## config.mk

```make
export PLATFORM = sky130hd
export DESIGN_NAME = band_level_smoother_peak_hold_top
export DESIGN_NICKNAME = d
export VERILOG_FILES = /design/src/rtl/bls_pkg.sv /design/src/rtl/bls_divider.sv /design/src/rtl/bls_blend.sv /design/src/rtl/band_level_smoother_peak_hold_top.sv
export SDC_FILE = /design/constraint.sdc
export NUM_CORES = 1
export LEC_CHECK = 0
export BUFFER_PORTS_ARGS = -buffer_cell sky130_fd_sc_hd__buf_2
export CAP_MARGIN = 20
export CORE_ASPECT_RATIO = 1.25
export CORE_MARGIN = 10
export CORE_UTILIZATION = 60
export DETAILED_ROUTE_END_ITERATION = 8
export GPL_ROUTABILITY_DRIVEN = 0
export GPL_TIMING_DRIVEN = 0
export PLACE_DENSITY_LB_ADDON = 0.08
export SYNTH_ARGS = -nofsm -noshare
export SYNTH_HDL_FRONTEND = slang
export SYNTH_SLANG_ARGS = --single-unit
```

## constraint.sdc

```tcl
create_clock -name aclk -period 6.5 [get_ports aclk]
set_input_delay 1.3 -clock aclk [delete_from_list [all_inputs] [get_ports aclk]]
set_output_delay 1.3 -clock aclk [all_outputs]
set_load 0.02 [all_outputs]
```

## src/rtl/bls_pkg.sv

```systemverilog
// Shared constants, types and codes of the band level smoother.
package bls_pkg;

    localparam int BAND_COUNT  = 16;
    localparam int BAND_IDX_W  = (BAND_COUNT > 1) ? $clog2(BAND_COUNT) : 1;

    localparam int BAND_W      = 4;
    localparam int MAG_W       = 32;
    localparam int DIV_W       = 16;
    localparam int WGT_W       = 7;
    localparam int LVL_W       = 8;

    // Largest weighted sum is 255 * 100, which needs 15 bits.
    localparam int SUM_W       = 15;

    // floor(x / 100) equals (x * 5243) >> 19 for every x below 2**15.
    localparam int RECIP_W     = 13;
    localparam int RECIP_SHIFT = 19;
    localparam logic [RECIP_W-1:0] RECIP_MUL = 13'd5243;

    localparam logic [WGT_W-1:0] PCT_FULL = 7'd100;

    localparam logic [DIV_W-1:0] DIVISOR_RST = 16'd1000;
    localparam logic [WGT_W-1:0] BLEND_RST   = 7'd50;
    localparam logic [LVL_W-1:0] COLUMN_RST  = 8'd16;

    localparam int CFG_IDX_W  = 2;
    localparam int CFG_DATA_W = 16;

    typedef enum logic [CFG_IDX_W-1:0] {
        CFG_DIVISOR = 2'd0,
        CFG_BLEND   = 2'd1,
        CFG_COLUMN  = 2'd2
    } cfg_index_t;

    // Input word: band, then raw magnitude, padded to whole bytes.
    localparam int S_TDATA_W = 40;
    // Result word: band, level, peak, padded to whole bytes.
    localparam int M_TDATA_W = 24;

    localparam logic FUNC_SAMPLE = 1'b0;
    localparam logic FUNC_DECAY  = 1'b1;

    typedef struct packed {
        logic start;
    } unit_cmd_t;

    typedef struct packed {
        logic busy;
        logic done;
    } unit_sts_t;

endpackage

```

## src/rtl/bls_divider.sv

```systemverilog
// Bit-serial restoring divider that yields one quotient bit per cycle.
module bls_divider
    import bls_pkg::*;
(
    input  logic             aclk,
    input  logic             aresetn,
    input  unit_cmd_t        cmd,
    input  logic [MAG_W-1:0] dividend,
    input  logic [DIV_W-1:0] divisor,
    output unit_sts_t        sts,
    output logic [MAG_W-1:0] quotient
);

    localparam int CNT_W = $clog2(MAG_W);
    localparam logic [CNT_W-1:0] CNT_LAST = CNT_W'(MAG_W - 1);

    logic [MAG_W-1:0] qr_reg, qr_next;
    logic [DIV_W-1:0] rem_reg, rem_next;
    logic [DIV_W-1:0] dsr_reg, dsr_next;
    logic [CNT_W-1:0] cnt_reg, cnt_next;
    logic             busy_reg, busy_next;
    logic             done_reg, done_next;

    logic [DIV_W:0]   trial;
    logic [DIV_W:0]   diff;
    logic             fits;

    // The dividend shifts out at the top while quotient bits shift in below.
    // A zero divisor always fits, so the quotient comes out as all ones.
    assign trial = {rem_reg, qr_reg[MAG_W-1]};
    assign fits  = trial >= {1'b0, dsr_reg};
    assign diff  = trial - {1'b0, dsr_reg};

    always_comb begin
        qr_next   = qr_reg;
        rem_next  = rem_reg;
        dsr_next  = dsr_reg;
        cnt_next  = cnt_reg;
        busy_next = busy_reg;
        done_next = 1'b0;
        if (cmd.start) begin
            qr_next   = dividend;
            rem_next  = '0;
            dsr_next  = divisor;
            cnt_next  = '0;
            busy_next = 1'b1;
        end else if (busy_reg) begin
            qr_next  = {qr_reg[MAG_W-2:0], fits};
            rem_next = fits ? diff[DIV_W-1:0] : trial[DIV_W-1:0];
            cnt_next = cnt_reg + 1'b1;
            if (cnt_reg == CNT_LAST) begin
                busy_next = 1'b0;
                done_next = 1'b1;
            end
        end
    end

    always_ff @(posedge aclk) begin
        qr_reg  <= qr_next;
        rem_reg <= rem_next;
        dsr_reg <= dsr_next;
        cnt_reg <= cnt_next;
        if (!aresetn) begin
            busy_reg <= 1'b0;
            done_reg <= 1'b0;
        end else begin
            busy_reg <= busy_next;
            done_reg <= done_next;
        end
    end

    assign sts.busy = busy_reg;
    assign sts.done = done_reg;
    assign quotient = qr_reg;

endmodule

```

## src/rtl/bls_blend.sv

```systemverilog
// Serial shift-add blend of old and new height, then a scale by one hundredth.
module bls_blend
    import bls_pkg::*;
(
    input  logic             aclk,
    input  logic             aresetn,
    input  unit_cmd_t        cmd,
    input  logic [LVL_W-1:0] old_level,
    input  logic [LVL_W-1:0] new_height,
    input  logic [WGT_W-1:0] weight,
    output unit_sts_t        sts,
    output logic [LVL_W-1:0] level
);

    localparam int CNT_W = $clog2(WGT_W);
    localparam logic [CNT_W-1:0] CNT_LAST = CNT_W'(WGT_W - 1);
    localparam int PROD_W = SUM_W + RECIP_W;

    logic [WGT_W-1:0] wn_reg, wn_next;
    logic [WGT_W-1:0] wo_reg, wo_next;
    logic [SUM_W-1:0] hn_reg, hn_next;
    logic [SUM_W-1:0] ol_reg, ol_next;
    logic [SUM_W-1:0] acc_reg, acc_next;
    logic [CNT_W-1:0] cnt_reg, cnt_next;
    logic             busy_reg, busy_next;
    logic             scale_reg, scale_next;
    logic             done_reg, done_next;
    logic [LVL_W-1:0] lvl_reg, lvl_next;

    logic [PROD_W-1:0] prod;

    assign prod = PROD_W'(acc_reg) * PROD_W'(RECIP_MUL);

    // One weight bit of each operand per cycle, least significant first.
    always_comb begin
        wn_next    = wn_reg;
        wo_next    = wo_reg;
        hn_next    = hn_reg;
        ol_next    = ol_reg;
        acc_next   = acc_reg;
        cnt_next   = cnt_reg;
        busy_next  = busy_reg;
        scale_next = 1'b0;
        done_next  = 1'b0;
        lvl_next   = lvl_reg;
        if (cmd.start) begin
            wn_next   = weight;
            wo_next   = PCT_FULL - weight;
            hn_next   = SUM_W'(new_height);
            ol_next   = SUM_W'(old_level);
            acc_next  = '0;
            cnt_next  = '0;
            busy_next = 1'b1;
        end else if (busy_reg) begin
            acc_next = acc_reg + (wo_reg[0] ? ol_reg : '0) + (wn_reg[0] ? hn_reg : '0);
            wn_next  = wn_reg >> 1;
            wo_next  = wo_reg >> 1;
            hn_next  = hn_reg << 1;
            ol_next  = ol_reg << 1;
            cnt_next = cnt_reg + 1'b1;
            if (cnt_reg == CNT_LAST) begin
                busy_next  = 1'b0;
                scale_next = 1'b1;
            end
        end else if (scale_reg) begin
            lvl_next  = prod[RECIP_SHIFT +: LVL_W];
            done_next = 1'b1;
        end
    end

    always_ff @(posedge aclk) begin
        wn_reg  <= wn_next;
        wo_reg  <= wo_next;
        hn_reg  <= hn_next;
        ol_reg  <= ol_next;
        acc_reg <= acc_next;
        cnt_reg <= cnt_next;
        lvl_reg <= lvl_next;
        if (!aresetn) begin
            busy_reg  <= 1'b0;
            scale_reg <= 1'b0;
            done_reg  <= 1'b0;
        end else begin
            busy_reg  <= busy_next;
            scale_reg <= scale_next;
            done_reg  <= done_next;
        end
    end

    assign sts.busy = busy_reg | scale_reg;
    assign sts.done = done_reg;
    assign level    = lvl_reg;

endmodule

```

## src/rtl/band_level_smoother_peak_hold_top.sv

```systemverilog
// Top level of the band level smoother with peak hold and decay.
// A sample word passes through the serial divider, the serial blend, a scaling
// step and the state update. A decay word, or a word for a band outside the table,
// goes straight to the finishing step. One word is in work at a time; the input
// is not ready again until its result has been handed to the output register,
// which waits while an earlier result is still held there. Synchronous active-low reset.
module band_level_smoother_peak_hold_top
    import bls_pkg::*;
(
    input  logic                  aclk,
    input  logic                  aresetn,
    input  logic                  s_tvalid,
    output logic                  s_tready,
    input  logic [S_TDATA_W-1:0]  s_tdata,   // band[3:0], raw_magnitude[35:4], zero pad
    input  logic                  s_tuser,   // func[0]
    output logic                  m_tvalid,
    input  logic                  m_tready,
    output logic [M_TDATA_W-1:0]  m_tdata,   // band_out[3:0], level[11:4], peak[19:12], pad
    input  logic                  cfg_valid,
    output logic                  cfg_ready,
    input  logic [CFG_IDX_W-1:0]  cfg_index,
    input  logic [CFG_DATA_W-1:0] cfg_data
);

    typedef enum logic [1:0] {
        S_IDLE,
        S_DIV,
        S_BLEND,
        S_FINISH
    } state_t;

    state_t                state_reg, state_next;

    logic [DIV_W-1:0]      divisor_reg;
    logic [WGT_W-1:0]      blend_reg;
    logic [LVL_W-1:0]      column_reg;

    logic [LVL_W-1:0]      level_mem_reg [BAND_COUNT];
    logic [LVL_W-1:0]      peak_mem_reg  [BAND_COUNT];

    logic [BAND_W-1:0]     band_reg, band_next;
    logic                  func_reg, func_next;
    logic                  range_reg, range_next;

    logic                  m_tvalid_reg, m_tvalid_next;
    logic [M_TDATA_W-1:0]  m_tdata_reg, m_tdata_next;

    logic [BAND_W-1:0]     s_band;
    logic [MAG_W-1:0]      s_mag;
    logic                  s_accept;
    logic                  s_range;

    logic [BAND_IDX_W-1:0] idx;
    logic [LVL_W-1:0]      old_level;
    logic [LVL_W-1:0]      old_peak;
    logic [WGT_W-1:0]      weight;
    logic [MAG_W-1:0]      quotient;
    logic [LVL_W-1:0]      height;
    logic [LVL_W-1:0]      blend_level;
    logic [LVL_W-1:0]      new_level;
    logic [LVL_W-1:0]      new_peak;
    logic                  commit;

    unit_cmd_t             div_cmd;
    unit_sts_t             div_sts;
    unit_cmd_t             blend_cmd;
    unit_sts_t             blend_sts;

    assign s_band   = s_tdata[BAND_W-1:0];
    assign s_mag    = s_tdata[BAND_W +: MAG_W];
    assign s_tready = (state_reg == S_IDLE);
    assign s_accept = s_tvalid && s_tready;
    assign s_range  = 32'(s_band) < 32'(BAND_COUNT);

    assign cfg_ready = 1'b1;

    assign idx       = band_reg[BAND_IDX_W-1:0];
    assign old_level = level_mem_reg[idx];
    assign old_peak  = peak_mem_reg[idx];
    assign weight    = (blend_reg > PCT_FULL) ? PCT_FULL : blend_reg;

    // Clamp the full quotient to the column height.
    assign height = ((quotient[MAG_W-1:LVL_W] != '0) || (quotient[LVL_W-1:0] > column_reg))
                    ? column_reg : quotient[LVL_W-1:0];

    assign div_cmd.start   = s_accept && s_range && (s_tuser == FUNC_SAMPLE);
    assign blend_cmd.start = div_sts.done;

    bls_divider u_div (
        .aclk     (aclk),
        .aresetn  (aresetn),
        .cmd      (div_cmd),
        .dividend (s_mag),
        .divisor  (divisor_reg),
        .sts      (div_sts),
        .quotient (quotient)
    );

    bls_blend u_blend (
        .aclk       (aclk),
        .aresetn    (aresetn),
        .cmd        (blend_cmd),
        .old_level  (old_level),
        .new_height (height),
        .weight     (weight),
        .sts        (blend_sts),
        .level      (blend_level)
    );

    // New level and peak of the band held in the work registers.
    always_comb begin
        new_level = old_level;
        new_peak  = old_peak;
        if (func_reg == FUNC_DECAY) begin
            if (old_peak != '0) begin
                new_peak = old_peak - 1'b1;
            end
        end else begin
            new_level = blend_level;
            if (blend_level > old_peak) begin
                new_peak = (blend_level > column_reg) ? column_reg : blend_level;
            end
        end
    end

    assign commit = (state_reg == S_FINISH) && (!m_tvalid_reg || m_tready);

    always_comb begin
        state_next    = state_reg;
        band_next     = band_reg;
        func_next     = func_reg;
        range_next    = range_reg;
        m_tvalid_next = m_tvalid_reg;
        m_tdata_next  = m_tdata_reg;
        if (m_tvalid_reg && m_tready) begin
            m_tvalid_next = 1'b0;
        end
        case (state_reg)
            S_IDLE: begin
                if (s_accept) begin
                    band_next  = s_band;
                    func_next  = s_tuser;
                    range_next = s_range;
                    state_next = div_cmd.start ? S_DIV : S_FINISH;
                end
            end
            S_DIV: begin
                if (div_sts.done) begin
                    state_next = S_BLEND;
                end
            end
            S_BLEND: begin
                if (blend_sts.done) begin
                    state_next = S_FINISH;
                end
            end
            S_FINISH: begin
                if (commit) begin
                    m_tvalid_next = 1'b1;
                    if (range_reg) begin
                        m_tdata_next = M_TDATA_W'({new_peak, new_level, band_reg});
                    end else begin
                        m_tdata_next = M_TDATA_W'(band_reg);
                    end
                    state_next = S_IDLE;
                end
            end
            default: begin
                state_next = S_IDLE;
            end
        endcase
    end

    always_ff @(posedge aclk) begin
        band_reg    <= band_next;
        func_reg    <= func_next;
        range_reg   <= range_next;
        m_tdata_reg <= m_tdata_next;
        if (!aresetn) begin
            state_reg    <= S_IDLE;
            m_tvalid_reg <= 1'b0;
            divisor_reg  <= DIVISOR_RST;
            blend_reg    <= BLEND_RST;
            column_reg   <= COLUMN_RST;
            for (int i = 0; i < BAND_COUNT; i++) begin
                level_mem_reg[i] <= '0;
                peak_mem_reg[i]  <= '0;
            end
        end else begin
            state_reg    <= state_next;
            m_tvalid_reg <= m_tvalid_next;
            if (cfg_valid && cfg_ready) begin
                case (cfg_index)
                    CFG_DIVISOR: divisor_reg <= cfg_data[DIV_W-1:0];
                    CFG_BLEND:   blend_reg   <= cfg_data[WGT_W-1:0];
                    CFG_COLUMN:  column_reg  <= cfg_data[LVL_W-1:0];
                    default: begin
                    end
                endcase
            end
            if (commit && range_reg) begin
                level_mem_reg[idx] <= new_level;
                peak_mem_reg[idx]  <= new_peak;
            end
        end
    end

    assign m_tvalid = m_tvalid_reg;
    assign m_tdata  = m_tdata_reg;

`ifndef SYNTHESIS
    a_div_only_in_div: assert property (@(posedge aclk) disable iff (!aresetn)
        div_sts.busy |-> (state_reg == S_DIV))
        else $error("divider busy outside the divide phase");

    a_blend_done_in_blend: assert property (@(posedge aclk) disable iff (!aresetn)
        blend_sts.done |-> (state_reg == S_BLEND))
        else $error("blend finished outside the blend phase");

    a_accept_leaves_idle: assert property (@(posedge aclk) disable iff (!aresetn)
        s_accept |=> (state_reg != S_IDLE))
        else $error("accepted word did not start work");

    a_result_from_finish: assert property (@(posedge aclk) disable iff (!aresetn)
        $rose(m_tvalid_reg) |-> ($past(state_reg) == S_FINISH))
        else $error("result appeared without a finishing step");

    a_no_overlap: assert property (@(posedge aclk) disable iff (!aresetn)
        !(div_sts.busy && blend_sts.busy))
        else $error("divider and blend unit busy at once");
`endif

endmodule

```

# After elaboration in Yosys (flattened, before gate mapping)
# Memories as Yosys holds them, arrays and structs flattened. A register that Yosys moved wholly into a read port is not among the register bits.
# Index checks and enable logic that the tools add are counted.
# totals
regBits	203
output_inout_bits	27
ram_bits	256
romBits	0
inputBits	64
latchBits	0
memories	2
elab_cells	133
# op_classes
n_div	0
magnitude_cmp	5
addsub	7
bitwise	5
mul	1
eq_ne	11
reduce_logical	25
muxes	50
shifts	0
# mem_list
name	depth	word_bits	read_ports	rd_clocked_by_memory_dff	write_ports	line_no	source
level_mem_reg	16	8	1	1	16	band_level_smoother_peak_hold_top.sv:38	logic [LVL_W-1:0] level_mem_reg [BAND_COUNT];
peak_mem_reg	16	8	1	1	16	band_level_smoother_peak_hold_top.sv:39	logic [LVL_W-1:0] peak_mem_reg [BAND_COUNT];
# op_table
cell	n
$mux 8	12
$mux 32	2
$mux 7	5
$add 15x15->15	2
$mux 15	2
$mul 15x13->27 const B	1
$gt 8x8->1	3
$reduce_bool 24->1	1
$mux 1	18
$ge 17x16->1	1
$mux 16	1
$mux 4	4
$reduce_or 8->1	2
$sub 16x16->16	1
$mux 2	5
$reduce_and 2->1	5
$reduce_or 3->1	3
$pmux 2 s4	1
$reduce_bool 8->1	1
$sub 8x1->8 const B	1
$gt 7x7->1 const B	1
$sub 7x7->7 const A	1
$eq 2x2->1 const B	3
$ne 2x1->1 const B	3
14 further kinds	25

# Depth between registers and ports, before layout
# logic_depth
ltp_word	8
depth_mapped	19
mapped_depth_nobuf	18

# Modules after synthesis
# Synthesis repeated with hierarchy kept, for this count alone.
# hier_totals
hier_cells	2166
area_unflattened_um2	25929.9
# by_module_without_submodules
module	cells_per_inst	area_per_inst_um2	n_inst
band_level_smoother_peak_hold_top	1157	14974.4	1
bls_blend	701	7335.8	1
bls_divider	308	3619.7	1

# Worst setup path after synthesis
# Ideal clock, no wire load.
# synth_timing
path_kind	flip-flop to flip-flop
from	reg u_blend.acc_reg[4]
to	reg u_blend.lvl_reg[7] (netlist: u_blend.level[7]) (data pin)
slack_ns	1.452
setup_time_ns	0.264
path_buffers	0
stages_incl_launch_ff	19
t_arrival_ns	4.785
period_less_slack_ns	5.048
required_ns	6.236
path_cell_list	dfxtp_1 > inv_1 > fa_1 > inv_1 > ha_1 > fa_1 > inv_1 > fa_1 > fa_1 > inv_1 > ha_1 > a211o_1 > a211o_1 > a41oi_1 > nor4_1 > o31ai_1 > nand3_1 > o31ai_1 > xnor2_1
# synth_via
elab_chain_len	1
# synth_lines
item	line_no	source
from (decl)	bls_blend.sv:23	logic [SUM_W-1:0] acc_reg, acc_next;
from (signal assigned)	bls_blend.sv:76	acc_reg <= acc_next;
$mul 15x13->27	bls_blend.sv:32	assign prod = PROD_W'(acc_reg) * PROD_W'(RECIP_MUL);
named net u_blend.prod[26]	bls_blend.sv:30	logic [PROD_W-1:0] prod;
to (signal assigned)	bls_blend.sv:78	lvl_reg <= lvl_next;
to (decl)	bls_blend.sv:28	logic [LVL_W-1:0] lvl_reg, lvl_next;
# The timed path passes the listed nets, and every way through them passes these cells.
# A chain may end at the register's enable or synchronous reset.

# Final worst setup path
# Same ends and word-level chain as after synthesis.

==> impl_metrics.json <==
{
  "status": "finished clean",
  "pwr_density_cell_mw_per_mm2": 355,
  "first_pass_iters": 5,
  "coreArea_sq_mm": 0.0420,
  "cts_hold_buf": 0,
  "die_area_sq_mm": 0.0512,
  "fillers": 3253,
  "grt_use_total_pct": 24.1,
  "min_period_over_period_pct": 91.7,
  "cts_root_buffer": "clkbuf_16",
  "hold_violations": 0,
  "die_w_microns": 204,
  "cts_buffers": 46,
  "grt_max_degree": 23,
  "port_buffers": 81,
  "avgSynthCellArea_sq_um": 11.8,
  "ys_ff_latch": 463,
  "rows": 84,
  "power.leakage_nw": 11.9,
  "fin_crit_ns": 5.96,
  "clock_path_buffers": 3,
  "crit_fanout": 6,
  "clkTransAtPathRegs_ns": 0.07,
  "yosys_warnings": 0,
  "yosys.cell_types.count": 73,
  "crit_arrival_ns": 6.24,
  "antenna_found_initial": 1,
  "wire_per_inst_microns": 21.0,
  "ys_seq_area_share_pct": 50.8,
  "synthToLayoutAreaGrowth_pct": 10.7,
  "post_cts_buffers": 0,
  "drtIter0Drc": 1168,
  "pin_count": 91,
  "synth_edf_count": 367,
  "max_clock_freq_ghz": 0.168,
  "setup_viol": 0,
  "worst_pin_slew_ns": 0.958,
  "start_util_pct": 60.6,
  "drc_errors": 0,
  "wl_mm": 60.8,
  "vias_per_cell": 5.78,
  "worstSetupPathType": "flop to flop",
  "final_cell_mix": "edfxtp_1 (367), nor2_1 (331), nand2_1 (233), inv_1 (207), ha_1 (162)",
  "cts_tree": "built",
  "cp_data_required_time_ns": 6.78,
  "dr_total_vias": 16700,
  "dp_hpwl_mm": 45.2,
  "grt_pass1_wl_mm": 95.9,
  "cts_resized": 0,
  "end_kind": "flop",
  "syn_area_sq_mm": 0.0255,
  "clock-sinks": 463,
  "tns_ns": 0,
  "async_flop_share_pct": 0,
  "overflow": 0,
  "fin_worst_skew_ns": 0.0331,
  "synth_area_leaders": "edfxtp_1 (43%), ha_1 (8.0%), dfxtp_1 (7.5%), fa_1 (6.6%), mux4_2 (6.4%)",
  "netlist.top_cell.by_area": "edfxtp_1",
  "startpoint_type": "flop",
  "grt_pass1_vias": 17200,
  "ir_drop_v": 0.000344,
  "clock_latency_ns": 0.58,
  "synthFlopType": "edfxtp_1",
  "ant_nets": 0,
  "slew_headroom_pct": 34.3,
  "rsz0062_at_grt": "false",
  "synth_top_area_share_pct": 43.2,
  "syn_inst": 2161,
  "final_nets": 2607,
  "cts-htree-levels": 2,
  "fin_total_pwr_mw": 10.0,
  "die_h_microns": 250,
  "final_common_cell": "edfxtp_1",
  "drive_gt1_share_pct": 13.7,
  "maxSlewViolCount": 0,
  "hp-class": "flop to flop",
  "num_antenna_cells": 0,
  "max_cap_viol_count": 0
}
==> area by class of cell <==
cell class	count	area, sq um	share of cell area, %
inverter	210	788	2.80
buffer	110	567	2.01
clock buffer	53	1190	4.21
multi-input combinational	1381	11200	39.7
sequential	463	12900	45.9
clock inverter	30	328	1.16
tap	559	699	2.48
timing repair buffer	85	487	1.73
==> cells in the mapped netlist, drive strengths merged, types with 6 or more instances <==
| master | n |
|---|---|
| nor4 | 8 |
| o21ai | 50 |
| edfxtp | 367 |
| nand3 | 29 |
| mux2 | 19 |
| clkbuf | 63 |
| a21o | 10 |
| xor2 | 12 |
| o211ai | 6 |
| nor2 | 332 |
| nand2b | 7 |
| dfxtp | 96 |
| nor2b | 32 |
| nor3 | 17 |
| a22o | 7 |
| fa | 84 |
| nand2 | 233 |
| a211oi | 6 |
| and2 | 9 |
| nand4 | 11 |
| and3 | 13 |
| o21a | 9 |
| a21boi | 15 |
| mux4 | 72 |
| o22a | 6 |
| xnor2 | 28 |
| buf | 47 |
| a31oi | 6 |
| inv | 210 |
| mux2i | 85 |
| ha | 162 |
| a21oi | 53 |
==> power breakdown <==
part           leakage (nW)  internal, mW  total (mW)  switching [mW]
Sequential             4.45          3.50        3.65           0.149
Combinational          6.69          1.50        3.65            2.16
Clock                 0.751          1.53        2.70            1.17
Total                  11.9          6.52        10.0            3.48
==> logic make-up (layout without fill, tap and decap cells) <==
family          after synthesis  count (layout)  synth area share [%]
simple gates                707             707                  11.7
other cells                   2               5                0.0295
mux                         176             176                  10.8
xor+xnor                     40              40                  1.37
fa+ha+maj                   246             246                  14.6
compound gates              207             207                  5.48
buf+inv                     320             488                  5.32
flops                       463             463                  50.8
==> worst paths after layout <==
path / start / endpoint / slack, ns / cells past startpoint
worst max-delay path: u_blend.acc_reg[4] / u_blend.level[7] / 0.54 / 18
worst min-delay path: divisor_reg[5] / u_div.dsr_reg[5] / 0.43 / 0
worst max register to register: u_blend.acc_reg[4] / u_blend.level[7] / 0.54 / 18
worst min register to register: divisor_reg[5] / u_div.dsr_reg[5] / 0.43 / 0
==> per-stage QoR <==
stage | cell area, sq um | cells | util [%] | hold slack [ns] | setup slack [ns]
floorplan | 25500 | 2164 | - | 0.408 | 1.45
global placement | 26600 | 2804 | 63.3 | 0.414 | 0.356
detailed placement | 26700 | 2808 | 63.5 | 0.416 | 0.525
CTS | 28200 | 2891 | 67.1 | 0.432 | 0.510
global route | 28200 | 2891 | 67.1 | 0.444 | 0.286
finish | 28200 | 2891 | 67.1 | 0.432 | 0.541
==> routing by layer <==
| layer | GRT usage (%) | part of all wire [%] | wire (microns) |
|---|---|---|---|
| met3 | 3.45 | 5.5 | 3330 |
| met5 | 0 | 0.021 | 13 |
| met1 | 29.5 | 40 | 24300 |
| met4 | 8.03 | 3.0 | 1800 |
| met2 | 42.8 | 52 | 31400 |
==> critical path, cell delays in order, from the launching register on <==
cell     delay [ns]
dfxtp_1        0.54
inv_1          0.23
fa_1           0.57
inv_1          0.04
ha_1           0.21
fa_1           0.54
inv_1          0.05
fa_1           0.47
fa_1           0.54
inv_1          0.04
ha_1           0.29
a211o_1        0.31
a211o_1        0.27
a41oi_1        0.35
nor4_1         0.21
o31ai_1        0.37
nand3_1        0.16
o31ai_1        0.30
xnor2_1        0.19
Note: power is estimated with default switching activity, not from simulation.
